## src/hdl/mmae_pkg.sv

```systemverilog
package mmae_pkg;

  localparam int unsigned IDX_W  = 3;            // row / column index width
  localparam int unsigned ADDR_W = 2 * IDX_W;    // store address {row, col}
  localparam int unsigned DIM_W  = 4;            // dimension register width
  localparam int unsigned DATA_W = 32;           // Q16.16 element
  localparam int unsigned PROD_W = 2 * DATA_W;   // Q32.32 product
  localparam int unsigned ACC_W  = PROD_W + 3;   // eight products without overflow
  localparam int unsigned FRAC_W = 16;
  localparam int unsigned TDATA_W = 40;          // row, col, value padded to bytes
  localparam logic [DIM_W-1:0] MAX_DIM = 4'd8;

  typedef enum logic [1:0] {
    FUNC_LOAD_A = 2'd0,
    FUNC_LOAD_B = 2'd1,
    FUNC_MUL    = 2'd2,
    FUNC_ADD    = 2'd3
  } func_e;

  typedef enum logic [1:0] {
    REG_A_ROWS = 2'd0,
    REG_A_COLS = 2'd1,
    REG_B_ROWS = 2'd2,
    REG_B_COLS = 2'd3
  } reg_idx_e;

  typedef enum logic [1:0] {
    ST_IDLE,
    ST_ISSUE,
    ST_WAIT,
    ST_EMIT
  } state_e;

  typedef struct packed {
    logic              we_a;
    logic              we_b;
    logic [ADDR_W-1:0] wr_addr;
    logic              rd_en;
    logic [ADDR_W-1:0] a_addr;
    logic [ADDR_W-1:0] b_addr;
    logic              first;
    logic              is_add;
    logic              load_out;
    logic              out_err;
    logic [IDX_W-1:0]  out_row;
    logic [IDX_W-1:0]  out_col;
    logic              out_last;
  } ctl_cmd_t;

  typedef struct packed {
    logic out_free;
  } dp_sts_t;

endpackage

```

## src/hdl/mmae_ctrl.sv

```systemverilog
module mmae_ctrl (
  input  logic                               clk_i,
  input  logic                               rst_ni,
  input  logic                               cfg_we_i,
  input  logic [1:0]                         cfg_idx_i,
  input  logic [mmae_pkg::DIM_W-1:0]         cfg_data_i,
  input  logic                               in_valid_i,
  output logic                               in_ready_o,
  input  logic [1:0]                         in_func_i,
  input  logic [mmae_pkg::IDX_W-1:0]         in_row_i,
  input  logic [mmae_pkg::IDX_W-1:0]         in_col_i,
  input  mmae_pkg::dp_sts_t                  sts_i,
  output mmae_pkg::ctl_cmd_t                 cmd_o
);

  mmae_pkg::state_e state_q, state_d;

  logic [mmae_pkg::DIM_W-1:0] a_rows_q, a_cols_q, b_rows_q, b_cols_q;
  logic [mmae_pkg::IDX_W-1:0] i_q, i_d, j_q, j_d, k_q, k_d;
  logic                       wcnt_q, wcnt_d;
  logic                       err_q, err_d;
  logic                       is_add_q, is_add_d;

  logic [mmae_pkg::IDX_W-1:0] ar_m1, ac_m1, br_m1, bc_m1, j_m1;
  logic                       accept, last_k, last_elem, mismatch;
  mmae_pkg::func_e            func;

  // 0 acts as 1, above MAX_DIM acts as MAX_DIM; returns dimension minus one
  function automatic logic [mmae_pkg::IDX_W-1:0] dim_m1(
      input logic [mmae_pkg::DIM_W-1:0] r);
    logic [mmae_pkg::DIM_W-1:0] v;
    begin
      if (r == '0) begin
        v = 4'd1;
      end else if (r > mmae_pkg::MAX_DIM) begin
        v = mmae_pkg::MAX_DIM;
      end else begin
        v = r;
      end
      dim_m1 = mmae_pkg::IDX_W'(v - 4'd1);
    end
  endfunction

  assign ar_m1 = dim_m1(a_rows_q);
  assign ac_m1 = dim_m1(a_cols_q);
  assign br_m1 = dim_m1(b_rows_q);
  assign bc_m1 = dim_m1(b_cols_q);
  assign j_m1  = is_add_q ? ac_m1 : bc_m1;

  assign func      = mmae_pkg::func_e'(in_func_i);
  assign accept    = in_valid_i && in_ready_o;
  assign last_k    = is_add_q || (k_q == ac_m1);
  assign last_elem = err_q || ((i_q == ar_m1) && (j_q == j_m1));

  always_comb begin
    case (func)
      mmae_pkg::FUNC_MUL: mismatch = (ac_m1 != br_m1);
      mmae_pkg::FUNC_ADD: mismatch = (ar_m1 != br_m1) || (ac_m1 != bc_m1);
      default:            mismatch = 1'b0;
    endcase
  end

  // configuration registers
  always_ff @(posedge clk_i or negedge rst_ni) begin
    if (!rst_ni) begin
      a_rows_q <= mmae_pkg::MAX_DIM;
      a_cols_q <= mmae_pkg::MAX_DIM;
      b_rows_q <= mmae_pkg::MAX_DIM;
      b_cols_q <= mmae_pkg::MAX_DIM;
    end else if (cfg_we_i) begin
      case (mmae_pkg::reg_idx_e'(cfg_idx_i))
        mmae_pkg::REG_A_ROWS: a_rows_q <= cfg_data_i;
        mmae_pkg::REG_A_COLS: a_cols_q <= cfg_data_i;
        mmae_pkg::REG_B_ROWS: b_rows_q <= cfg_data_i;
        mmae_pkg::REG_B_COLS: b_cols_q <= cfg_data_i;
        default: ;
      endcase
    end
  end

  // next state
  always_comb begin
    state_d = state_q;
    case (state_q)
      mmae_pkg::ST_IDLE: begin
        if (accept && (func == mmae_pkg::FUNC_MUL || func == mmae_pkg::FUNC_ADD)) begin
          state_d = mismatch ? mmae_pkg::ST_EMIT : mmae_pkg::ST_ISSUE;
        end
      end
      mmae_pkg::ST_ISSUE: begin
        if (last_k) begin
          state_d = mmae_pkg::ST_WAIT;
        end
      end
      mmae_pkg::ST_WAIT: begin
        if (wcnt_q) begin
          state_d = mmae_pkg::ST_EMIT;
        end
      end
      mmae_pkg::ST_EMIT: begin
        if (sts_i.out_free) begin
          state_d = last_elem ? mmae_pkg::ST_IDLE : mmae_pkg::ST_ISSUE;
        end
      end
      default: state_d = mmae_pkg::ST_IDLE;
    endcase
  end

  // counters and command flags
  always_comb begin
    i_d      = i_q;
    j_d      = j_q;
    k_d      = k_q;
    wcnt_d   = 1'b0;
    err_d    = err_q;
    is_add_d = is_add_q;
    case (state_q)
      mmae_pkg::ST_IDLE: begin
        if (accept) begin
          i_d      = '0;
          j_d      = '0;
          k_d      = '0;
          err_d    = mismatch;
          is_add_d = (func == mmae_pkg::FUNC_ADD);
        end
      end
      mmae_pkg::ST_ISSUE: begin
        k_d = k_q + 3'd1;
      end
      mmae_pkg::ST_WAIT: begin
        wcnt_d = 1'b1;
      end
      mmae_pkg::ST_EMIT: begin
        k_d = '0;
        if (sts_i.out_free && !last_elem) begin
          if (j_q == j_m1) begin
            j_d = '0;
            i_d = i_q + 3'd1;
          end else begin
            j_d = j_q + 3'd1;
          end
        end
      end
      default: ;
    endcase
  end

  // outputs
  always_comb begin
    in_ready_o     = (state_q == mmae_pkg::ST_IDLE);
    cmd_o          = '0;
    cmd_o.wr_addr  = {in_row_i, in_col_i};
    cmd_o.is_add   = is_add_q;
    cmd_o.out_err  = err_q;
    cmd_o.out_row  = i_q;
    cmd_o.out_col  = j_q;
    cmd_o.out_last = last_elem;
    cmd_o.first    = (k_q == '0);
    cmd_o.a_addr   = is_add_q ? {i_q, j_q} : {i_q, k_q};
    cmd_o.b_addr   = is_add_q ? {i_q, j_q} : {k_q, j_q};
    case (state_q)
      mmae_pkg::ST_IDLE: begin
        cmd_o.we_a = accept && (func == mmae_pkg::FUNC_LOAD_A);
        cmd_o.we_b = accept && (func == mmae_pkg::FUNC_LOAD_B);
      end
      mmae_pkg::ST_ISSUE: cmd_o.rd_en    = 1'b1;
      mmae_pkg::ST_EMIT:  cmd_o.load_out = sts_i.out_free;
      default: ;
    endcase
  end

  always_ff @(posedge clk_i or negedge rst_ni) begin
    if (!rst_ni) begin
      state_q  <= mmae_pkg::ST_IDLE;
      i_q      <= '0;
      j_q      <= '0;
      k_q      <= '0;
      wcnt_q   <= 1'b0;
      err_q    <= 1'b0;
      is_add_q <= 1'b0;
    end else begin
      state_q  <= state_d;
      i_q      <= i_d;
      j_q      <= j_d;
      k_q      <= k_d;
      wcnt_q   <= wcnt_d;
      err_q    <= err_d;
      is_add_q <= is_add_d;
    end
  end

endmodule

```

## config.mk

```make
export PLATFORM = sky130hd
export DESIGN_NAME = mmae_ctrl
export DESIGN_NICKNAME = d
export VERILOG_FILES = /design/src/hdl/mmae_pkg.sv /design/src/hdl/mmae_ctrl.sv
export SDC_FILE = /design/constraint.sdc
export NUM_CORES = 1
export LEC_CHECK = 0
export BUFFER_PORTS_ARGS = -buffer_cell sky130_fd_sc_hd__buf_4
export CORE_MARGIN = 8
export CORE_UTILIZATION = 40
export CTS_CLUSTER_SIZE = 25
export DETAILED_ROUTE_END_ITERATION = 10
export HOLD_SLACK_MARGIN = 0.08
export PLACE_DENSITY_LB_ADDON = 0.12
export SLEW_MARGIN = 20
export SYNTH_ARGS = -nofsm -noshare
export SYNTH_HDL_FRONTEND = slang
export SYNTH_SLANG_ARGS = --single-unit
```

## constraint.sdc

```tcl
create_clock -name clk_i -period 5.4 [get_ports clk_i]
set_input_delay 1.08 -clock clk_i [delete_from_list [all_inputs] [get_ports clk_i]]
set_output_delay 1.08 -clock clk_i [all_outputs]
set_load 0.01 [all_outputs]
```

==> run metrics, run 1 <==
status=finished clean; final count of hold timing violations=0; Seq/Total Area, Yosys=33.1%; Fillers=566; placed cells=325; vias per std cell=5.18; MaxCap Viol Count=0; post_cts resized=0; Skew-Pair Late Insertion Delay=270 ps; RR Startpoint=a_cols_q[2]; Worst-Margin Slew=687 ps; Max Clock Freq=0.284 GHz; logic depth of the worst path, buffers included=6; CP delay by family, top=simple AND/OR/NAND/NOR gates; Non-Filler Instances=333; Final GP Congestion=0.814; detailed placement HPWL=4020 um; reg-to-reg setup timing slack=2800 ps; count of input and output buffers=39; Hold WC Path Type=reg2reg; via count=1725; FP Rows=27; clk_skew=3.30 ps; syn_nets=270; setup TNS=0 ps; largest area contributor in the netlist=dfrtp_1; Initial Utilization=41.5%; reg2reg end=i_q[2]; # diodes=0; ys flop type=dfrtp_1; Ports=52; final WL=5190 um; asr flop ratio synth=100%; drt pass-1 iters=4; fin area=2560 um2; area occupied by multi-input gates=1280 um2; post-place instance area=2470 um2; WP data arrival=2440 ps; final net count=290; simple-gate share of the synthesized area=17.7%; Buf+Inv Stages, Crit Path=1; routed length per instance=15.6 um; WS Path Type=reg2out; Tcrit/Tclk final=65.2%; Synth Cell Area=2290 um2; GRT Residual Overflow=0; global-route wire length before repair=8800 um; Tot GR Track Use=12.7%; Sink Count=30; Die Y=91.6 um; required time worst endpoint=4320 ps; Worst Hold Path Cells=1; CP max FO=9; initial DRC count=84; initial antenna violation count=0; H-Tree Depth=2; Num CTS Buffers=5; Setup-failing EPs final=0; register area=756 um2; Post-synth EDFFs=0; #FFs+latches synth=30; max_slew headroom=54.1%; largest family of logic cells by synthesized area=simple AND/OR/NAND/NOR gates; largest net degree at the start of global routing=31; Syn Area/Cell=9.52 um2; post-synthesis cell count=240; Pleak=1.15 nW; core footprint=5510 um2; cts hold-fix bufs=0; hold worst-path end=a_rows_q[0]; worst-path cell chain=nor3b_2, a2111oi_2, nor3_1, or4b_1, o21bai_2, buf_4; Final Max Tran Viols=0; layout cell share with drive strength beyond 1=31.0%; Area Overhead vs Synth=12.2%; Register-to-Register Path Depth=7; post-synth top area share=28.5%; clk buf depth=2; setup repair bufs after CTS=0; CTS Root Cell=clkbuf_8; xor/xnor share of the synthesized area=6.13%; Final Util=46.6%; Residual DRC=0; Worst setup EP type=output port; Yosys warnings=0; Startpoint Class=register; fraction of the mapped netlist area in adder cells=6.02%; Die Footprint=8390 um2; mux contribution to synthesized area=9.03%; distinct cell type count after synthesis=54; antenna-violating nets left=0; Compound-Gate Fraction of Synth Area=17.2%; CP max stage delay=650 ps; Clock transition at path regs=60 ps; CTS tree=yes; hold slack=510 ps; RSZ-0062 raised after global routing=false; vias in the first global route=1727; final worst path period need=3520 ps; P per Cell Area=438 nW/um2; die width=91.6 um; Synth area leaders=dfrtp_1, mux2_2, ha_1; maximum vdd drop=167 uV; CP max-delay cell=or4b_1; Hold Startpoint=a_rows_q[0]
-- per-stage QoR --
stage               power, mW  setup WS (ps)
finish                   1.12           1880
global placement        0.939           2190
floorplan               0.805           2380
detailed placement      0.944           2170
CTS                      1.14           1860
global route             1.22           1720
-- cells in the final DEF, fill, tap and decap left out, types with 3 or more instances in the layout --
| cell | instances |
|---|---|
| buf_4 | 39 |
| dfrtp_1 | 26 |
| nand2_1 | 23 |
| mux2_2 | 17 |
| inv_1 | 14 |
| nor2_1 | 14 |
| o21ai_0 | 14 |
| xnor2_1 | 12 |
| ha_1 | 11 |
| nor3_1 | 6 |
| clkbuf_8 | 6 |
| nor2b_1 | 5 |
| a21oi_1 | 5 |
| xor2_1 | 4 |
| nand3_1 | 4 |
| dfstp_2 | 4 |
| nand2b_1 | 3 |
| o21ai_1 | 3 |
| nor3b_2 | 3 |
| nor4b_1 | 3 |
| a22o_1 | 3 |
| a211oi_1 | 3 |
-- state kept, by name, indices dropped and copies added (netlist names) --
signal / flops
a_cols_q: 4
a_rows_q: 4
b_cols_q: 4
b_rows_q: 4
err_q: 1
i_q: 3
is_add_q: 1
j_q: 3
k_q: 3
state_q: 2
wcnt_q: 1
-- power breakdown --
part | internal [mW] | leakage (nW) | switching [mW]
Sequential | 0.284 | 0.369 | 0.0857
Combinational | 0.278 | 0.731 | 0.290
Clock | 0.103 | 0.0482 | 0.0843
Total | 0.665 | 1.15 | 0.460
-- layout make-up --
cell class                      instances  share of cell area, %
Multi-Input combinational cell        170                   50.0
Tap cell                               72                   3.51
Clock inverter                          1                  0.195
Sequential cell                        30                   29.5
Timing Repair Buffer                   39                   11.4
Inverter                               14                   2.05
Clock buffer                            7                   3.37
-- Yosys cell counts (3+ instances only) --
library cell / n
a211oi_1: 3
a21oi_1: 5
a22o_1: 3
buf_4: 17
buf_6: 4
dfrtp_1: 26
dfstp_2: 4
ha_1: 11
inv_1: 14
mux2_2: 17
nand2_1: 23
nand2b_1: 3
nand3_1: 4
nor2_1: 14
nor2b_1: 5
nor3_1: 6
nor3b_2: 3
nor4b_1: 3
o21ai_0: 14
o21ai_1: 3
xnor2_1: 12
xor2_1: 4
-- worst register-to-register path: cells and delay by family (launching register included) --
kind            cells  cell delay, ps
simple gates        4            1170
flops               1             490
compound gates      3             840
-- how the worst max path moves through the flow --
stage	from	to	slack (ps)
finish	a_cols_q[2]	cmd_o[0]	1880
global route	is_add_q	cmd_o[0]	1720
CTS	a_cols_q[2]	cmd_o[0]	1860
detailed placement	a_cols_q[2]	cmd_o[0]	2170
global placement	a_cols_q[2]	cmd_o[0]	2190
floorplan	b_cols_q[3]	cmd_o[0]	2380
-- per-layer routing --
layer / vias to the layer above / global-route usage (%) / part of all wire [%]
met5: - / 0 / 0
met4: 0 / 3.55 / 0.98
met3: 6 / 4.12 / 5.5
met2: 39 / 19.4 / 46
met1: 816 / 16.7 / 48
li1: 864 / - / -
-- cells by family after synthesis --
family          after synthesis
xor+xnor                     16
mux                          18
fa+ha+maj                    11
compound gates               51
flops                        30
buf+inv                      40
simple gates                 74
Power figures use the tool's default switching activity.
==> inputs of run 2 (changes only) <==
==> constraint.sdc (replaced) <==
create_clock -name clk_i -period 3.4 [get_ports clk_i]
set_input_delay 0.68 -clock clk_i [delete_from_list [all_inputs] [get_ports clk_i]]
set_output_delay 0.68 -clock clk_i [all_outputs]
set_load 0.01 [all_outputs]
==> run metrics, run 2 (synthesis results as in run 1) <==
vias per std cell=5.17 (was 5.18); FP Rows=27 (unchanged); detailed placement HPWL=4000 um (was 4020 um); Final Util=46.6% (unchanged); WP data arrival=2440 ps (about the same); Num CTS Buffers=5 (unchanged); Tcrit/Tclk final=91.9%; most frequent cells in the layout=buf_4, dfrtp_1, nand2_1 (unchanged); Tot GR Track Use=12.7% (about the same); post_cts resized=0 (unchanged); commonest non-fill, non-tap cell in the layout=buf_4 (unchanged); max_slew headroom=52.5% (was 54.1%); clk buf depth=2 (unchanged); vias in the first global route=1765 (was 1727); global-route wire length before repair=8790 um (was 8800 um); core footprint=5510 um2 (unchanged); drt pass-1 iters=4 (unchanged); Fillers=540 (was 566); H-Tree Depth=2 (unchanged); maximum vdd drop=317 uV (was 167 uV); Buf+Inv Stages, Crit Path=1 (unchanged); antenna-violating nets left=0 (unchanged); Final Max Tran Viols=0 (unchanged); final count of hold timing violations=0 (unchanged); final worst path period need=3120 ps; clk_skew=2.88 ps (was 3.30 ps); CTS Root Cell=clkbuf_8 (unchanged); P per Cell Area=694 nW/um2 (was 438 nW/um2); Skew-Pair Late Insertion Delay=270 ps (about the same); status=finished clean (unchanged); Die Footprint=8390 um2 (unchanged); GRT Residual Overflow=0 (unchanged); layout cell share with drive strength beyond 1=31.0% (unchanged); die width=91.6 um (unchanged); Final GP Congestion=0.815 (was 0.814); count of input and output buffers=39 (unchanged); CP max stage delay=640 ps (was 650 ps); Area Overhead vs Synth=12.2% (unchanged); via count=1720 (was 1725); CP max FO=9 (unchanged); Sink Count=30 (unchanged); Clock transition at path regs=60 ps (about the same); Placement Setup Slack=558 ps (was 2170 ps); Pleak=1.15 nW (unchanged); worst-path cell chain=nor3b_2, a2111oi_2, nor3_1, or4b_1, o21bai_2, buf_4 (unchanged); # diodes=0 (unchanged); MaxCap Viol Count=0 (unchanged); Setup-failing EPs final=0 (unchanged); final WL=5090 um (was 5190 um); CP delay by family, top=simple AND/OR/NAND/NOR gates (unchanged); routed length per instance=15.3 um (was 15.6 um); required time worst endpoint=2720 ps (was 4320 ps); logic depth of the worst path, buffers included=6 (unchanged); Register-to-Register Path Depth=7 (unchanged); Final WS setup=277 ps (was 1880 ps); RSZ-0062 raised after global routing=false (unchanged); Hold WC Path Type=in2async (was reg2reg); CP max-delay cell=or4b_1 (unchanged); Startpoint Class=register (unchanged); final net count=290 (unchanged); Worst setup EP type=output port (unchanged); largest net degree at the start of global routing=31 (unchanged); cts hold-fix bufs=0 (unchanged); initial antenna violation count=0 (unchanged); setup repair bufs after CTS=0 (unchanged); Initial Utilization=41.5% (unchanged); Worst-Margin Slew=709 ps (was 687 ps); Residual DRC=0 (unchanged); initial DRC count=84 (unchanged); CTS tree=yes (unchanged); total power draw=1.78 mW (was 1.12 mW); Max Clock Freq=0.320 GHz; Die Y=91.6 um (unchanged); setup TNS=0 ps (unchanged); WS Path Type=reg2out (unchanged); Ports=52 (unchanged)
==> run 2: cell counts in the layout (fill, tap and decap cells not counted) <==
Identical to the previous run, type by type.
==> run 2: final timing paths <==
path                       slack (ps)     endpoint         from
setup / recovery                  280     cmd_o[0]  a_cols_q[2]
hold / removal                    330       k_q[0]       rst_ni
setup reg to reg                  830       i_q[2]  a_cols_q[2]
hold reg to reg                   510  a_rows_q[0]  a_rows_q[0]
max in group asynchronous        2740  a_rows_q[3]       rst_ni
min in group clk_i                510  a_rows_q[0]  a_rows_q[0]
==> run 2: layer usage <==
metal	share of wire, %	global-route usage [%]
met4	0.55	3.14
met5	0	0
met1	48	16.4
met2	45	19.9
met3	5.9	4.03
==> run 2: worst reg2reg max path, delay by kind of cell (launching register included) <==
family	cells	cell delay, ps
compound gates	3	830
simple gates	4	1140
flops	1	490
==> run 2: area by class of cell <==
type                       count  area (um2)  share of cell area [%]
timing repair buffer          39         293                    11.4
inverter                      14        52.6                    2.05
tap                           72        90.1                    3.51
clock buffer                   7        86.3                    3.37
clock inverter                 1        5.00                   0.195
multi-input combinational    170        1280                    50.0
sequential                    30         756                    29.5
==> run 2: through the flow <==
step / hold WS [ps] / cell area (um2) / std cells
4_1_cts: 337 / 2560 / 333
5_1_grt: 356 / 2560 / 333
6_report: 326 / 2560 / 333
2_1_floorplan: 384 / 2290 / 240
3_5_place_dp: 493 / 2470 / 325
3_3_place_gp: 489 / 2470 / 325
==> run 2: power by group <==
part | total [mW] | switching [mW] | internal (mW)
clock network | 0.296 | 0.133 | 0.163
registers | 0.586 | 0.135 | 0.451
logic | 0.898 | 0.456 | 0.442
==> inputs of run 3 (changes only) <==
--- a/config.mk
+++ b/config.mk
@@ -7,7 +7,7 @@
 export LEC_CHECK = 0
 export BUFFER_PORTS_ARGS = -buffer_cell sky130_fd_sc_hd__buf_4
 export CORE_MARGIN = 8
-export CORE_UTILIZATION = 40
+export CORE_UTILIZATION = 39
 export CTS_CLUSTER_SIZE = 25
 export DETAILED_ROUTE_END_ITERATION = 10
 export HOLD_SLACK_MARGIN = 0.08
==> run metrics, run 3 (synthesis results as in run 1) <==
status=finished clean (unchanged); via count=1719 (was 1720); top layer in use=met4 (unchanged); Comb pwr share=49.0% (was 50.5%); vias in the first global route=1684 (was 1765); Ports=52 (unchanged); CP max stage delay=650 ps (was 640 ps); final worst path period need=3160 ps (was 3120 ps); WS Path Type=reg2out (unchanged); Seq pwr share=31.8% (was 32.9%); Skew-Pair Late Insertion Delay=280 ps (was 270 ps); cts hold-fix bufs=0 (unchanged); CP max FO=9 (unchanged); Final WS setup=241 ps (was 277 ps); # diodes=0 (unchanged); Worst-Margin Slew=703 ps (was 709 ps); largest net degree at the start of global routing=31 (unchanged); drt pass-1 iters=4 (unchanged); worst-path cell chain=nor3b_2, a2111oi_2, nor3_1, or4b_1, o21bai_2, buf_4 (unchanged); P per Cell Area=711 nW/um2 (was 694 nW/um2); metal1 wirelength=2380 um (was 2460 um); Tcrit/Tclk final=92.9% (was 91.9%); Buf+Inv Stages, Crit Path=1 (unchanged); layout cell share with drive strength beyond 1=30.7% (was 31.0%); required time worst endpoint=2720 ps (about the same); final count of hold timing violations=0 (unchanged); final net count=290 (unchanged); Final Max Tran Viols=0 (unchanged); Area Overhead vs Synth=13.0% (was 12.2%); antenna-violating nets left=0 (unchanged); maximum vdd drop=272 uV (was 317 uV); max_slew headroom=52.9% (was 52.5%); sw frac=39.5% (was 40.7%); RSZ-0062 raised after global routing=false (unchanged); Num CTS Buffers=5 (unchanged); CP max-delay cell=or4b_1 (unchanged); setup repair bufs after CTS=0 (unchanged); met3 routed wirelength=259 um (was 298 um); Residual DRC=0 (unchanged); Pleak=1.15 nW (about the same); Sink Count=30 (unchanged); Setup-failing EPs final=0 (unchanged); Tot GR Track Use=12.4% (was 12.7%); reg-to-reg setup timing slack=790 ps (was 830 ps); die width=92.6 um (was 91.6 um); Max Clock Freq=0.317 GHz (was 0.320 GHz); Power Internal=1.11 mW (was 1.06 mW); initial antenna violation count=0 (unchanged); MaxCap Viol Count=0 (unchanged); Placement Setup Slack=550 ps (was 558 ps); total power draw=1.84 mW (was 1.78 mW); clk_skew=7.27 ps (was 2.88 ps); post-place instance area=2480 um2 (was 2470 um2); final WL=5090 um (about the same); Final Util=44.7% (was 46.6%); H-Tree Depth=2 (unchanged); Hold WC Path Type=in2async (unchanged); clock share of power=19.2% (was 16.6%); CP delay by family, top=simple AND/OR/NAND/NOR gates (unchanged); GRT Residual Overflow=0 (unchanged); clk buf depth=2 (unchanged); Worst setup EP type=output port (unchanged); post_cts resized=0 (unchanged); commonest non-fill, non-tap cell in the layout=buf_4 (unchanged); setup TNS=0 ps (unchanged); Sw Pwr=0.725 mW (was 0.724 mW); Final GP Congestion=0.760 (was 0.815); Die Footprint=8570 um2 (was 8390 um2); met2 wire length=2420 um (was 2300 um); CTS Root Cell=clkbuf_8 (unchanged); most frequent cells in the layout=buf_4, dfrtp_1, nand2_1 (unchanged); fin area=2580 um2 (was 2560 um2); routed length per instance=15.1 um (was 15.3 um); detailed placement HPWL=4020 um (was 4000 um); Startpoint Class=register (unchanged); initial DRC count=62 (was 84); WP data arrival=2480 ps (was 2440 ps); Die Y=92.6 um (was 91.6 um); FP Rows=28 (was 27); CTS tree=yes (unchanged); global-route wire length before repair=8580 um (was 8790 um); count of input and output buffers=39 (unchanged); vias per std cell=5.12 (was 5.17); core footprint=5780 um2 (was 5510 um2); Clock transition at path regs=70 ps (was 60 ps); Initial Utilization=39.5% (was 41.5%)
run 3: changes by cell type in the layout (fill, tap and decap cells not counted), sizes merged:
cell / previous run / this run
clkinv: 1 / 0
bufinv: 0 / 1
run 3: worst reg2reg max path: stages (launching register included):
cell       delay [ps]
dfrtp_1           500
nor3b_2           220
a2111oi_2         360
nor3_1             80
or4b_1            650
nor3b_2           220
o21ai_1           120
a221o_1           360
run 3: final cells by class:
cell class	count	area, um2
clock buffers	7	76.3
multi-input cells	170	1280
fillers	588	3200
clock inverters	1	30.0
inverters	14	52.6
well taps	75	93.8
flip-flops and latches	30	756
repair buffers	39	293
run 3: routing by layer:
layer,up-vias,GRT usage (%)
met1,813,15.5
met4,0,4.03
met2,35,20.1
li1,867,-
met3,4,3.24
met5,-,0
run 3: path summary, 6_finish.rpt:
path,from,to,cells after the start
max in group asynchronous,rst_ni,a_rows_q[3],1
min,rst_ni,state_q[1],1
max reg2reg,a_cols_q[2],i_q[2],7
min in group clk_i,b_rows_q[0],b_rows_q[0],1
max,a_cols_q[2],cmd_o[0],6
min reg2reg,b_rows_q[0],b_rows_q[0],1
run 3: per-stage QoR:
stage / hold slack [ps] / instances
floorplan: 384 / 240
detailed placement: 492 / 328
global route: 352 / 336
finish: 332 / 336
global placement: 487 / 328
CTS: 335 / 336
run 3: power by group through the flow:
stage / registers (mW) / logic [mW] / clock network (mW)
CTS: 0.585 / 0.913 / 0.364
floorplan: 0.518 / 0.760 / 0
global route: 0.604 / 1.01 / 0.378
global placement: 0.589 / 0.903 / 0
detailed placement: 0.591 / 0.909 / 0
finish: 0.584 / 0.899 / 0.353
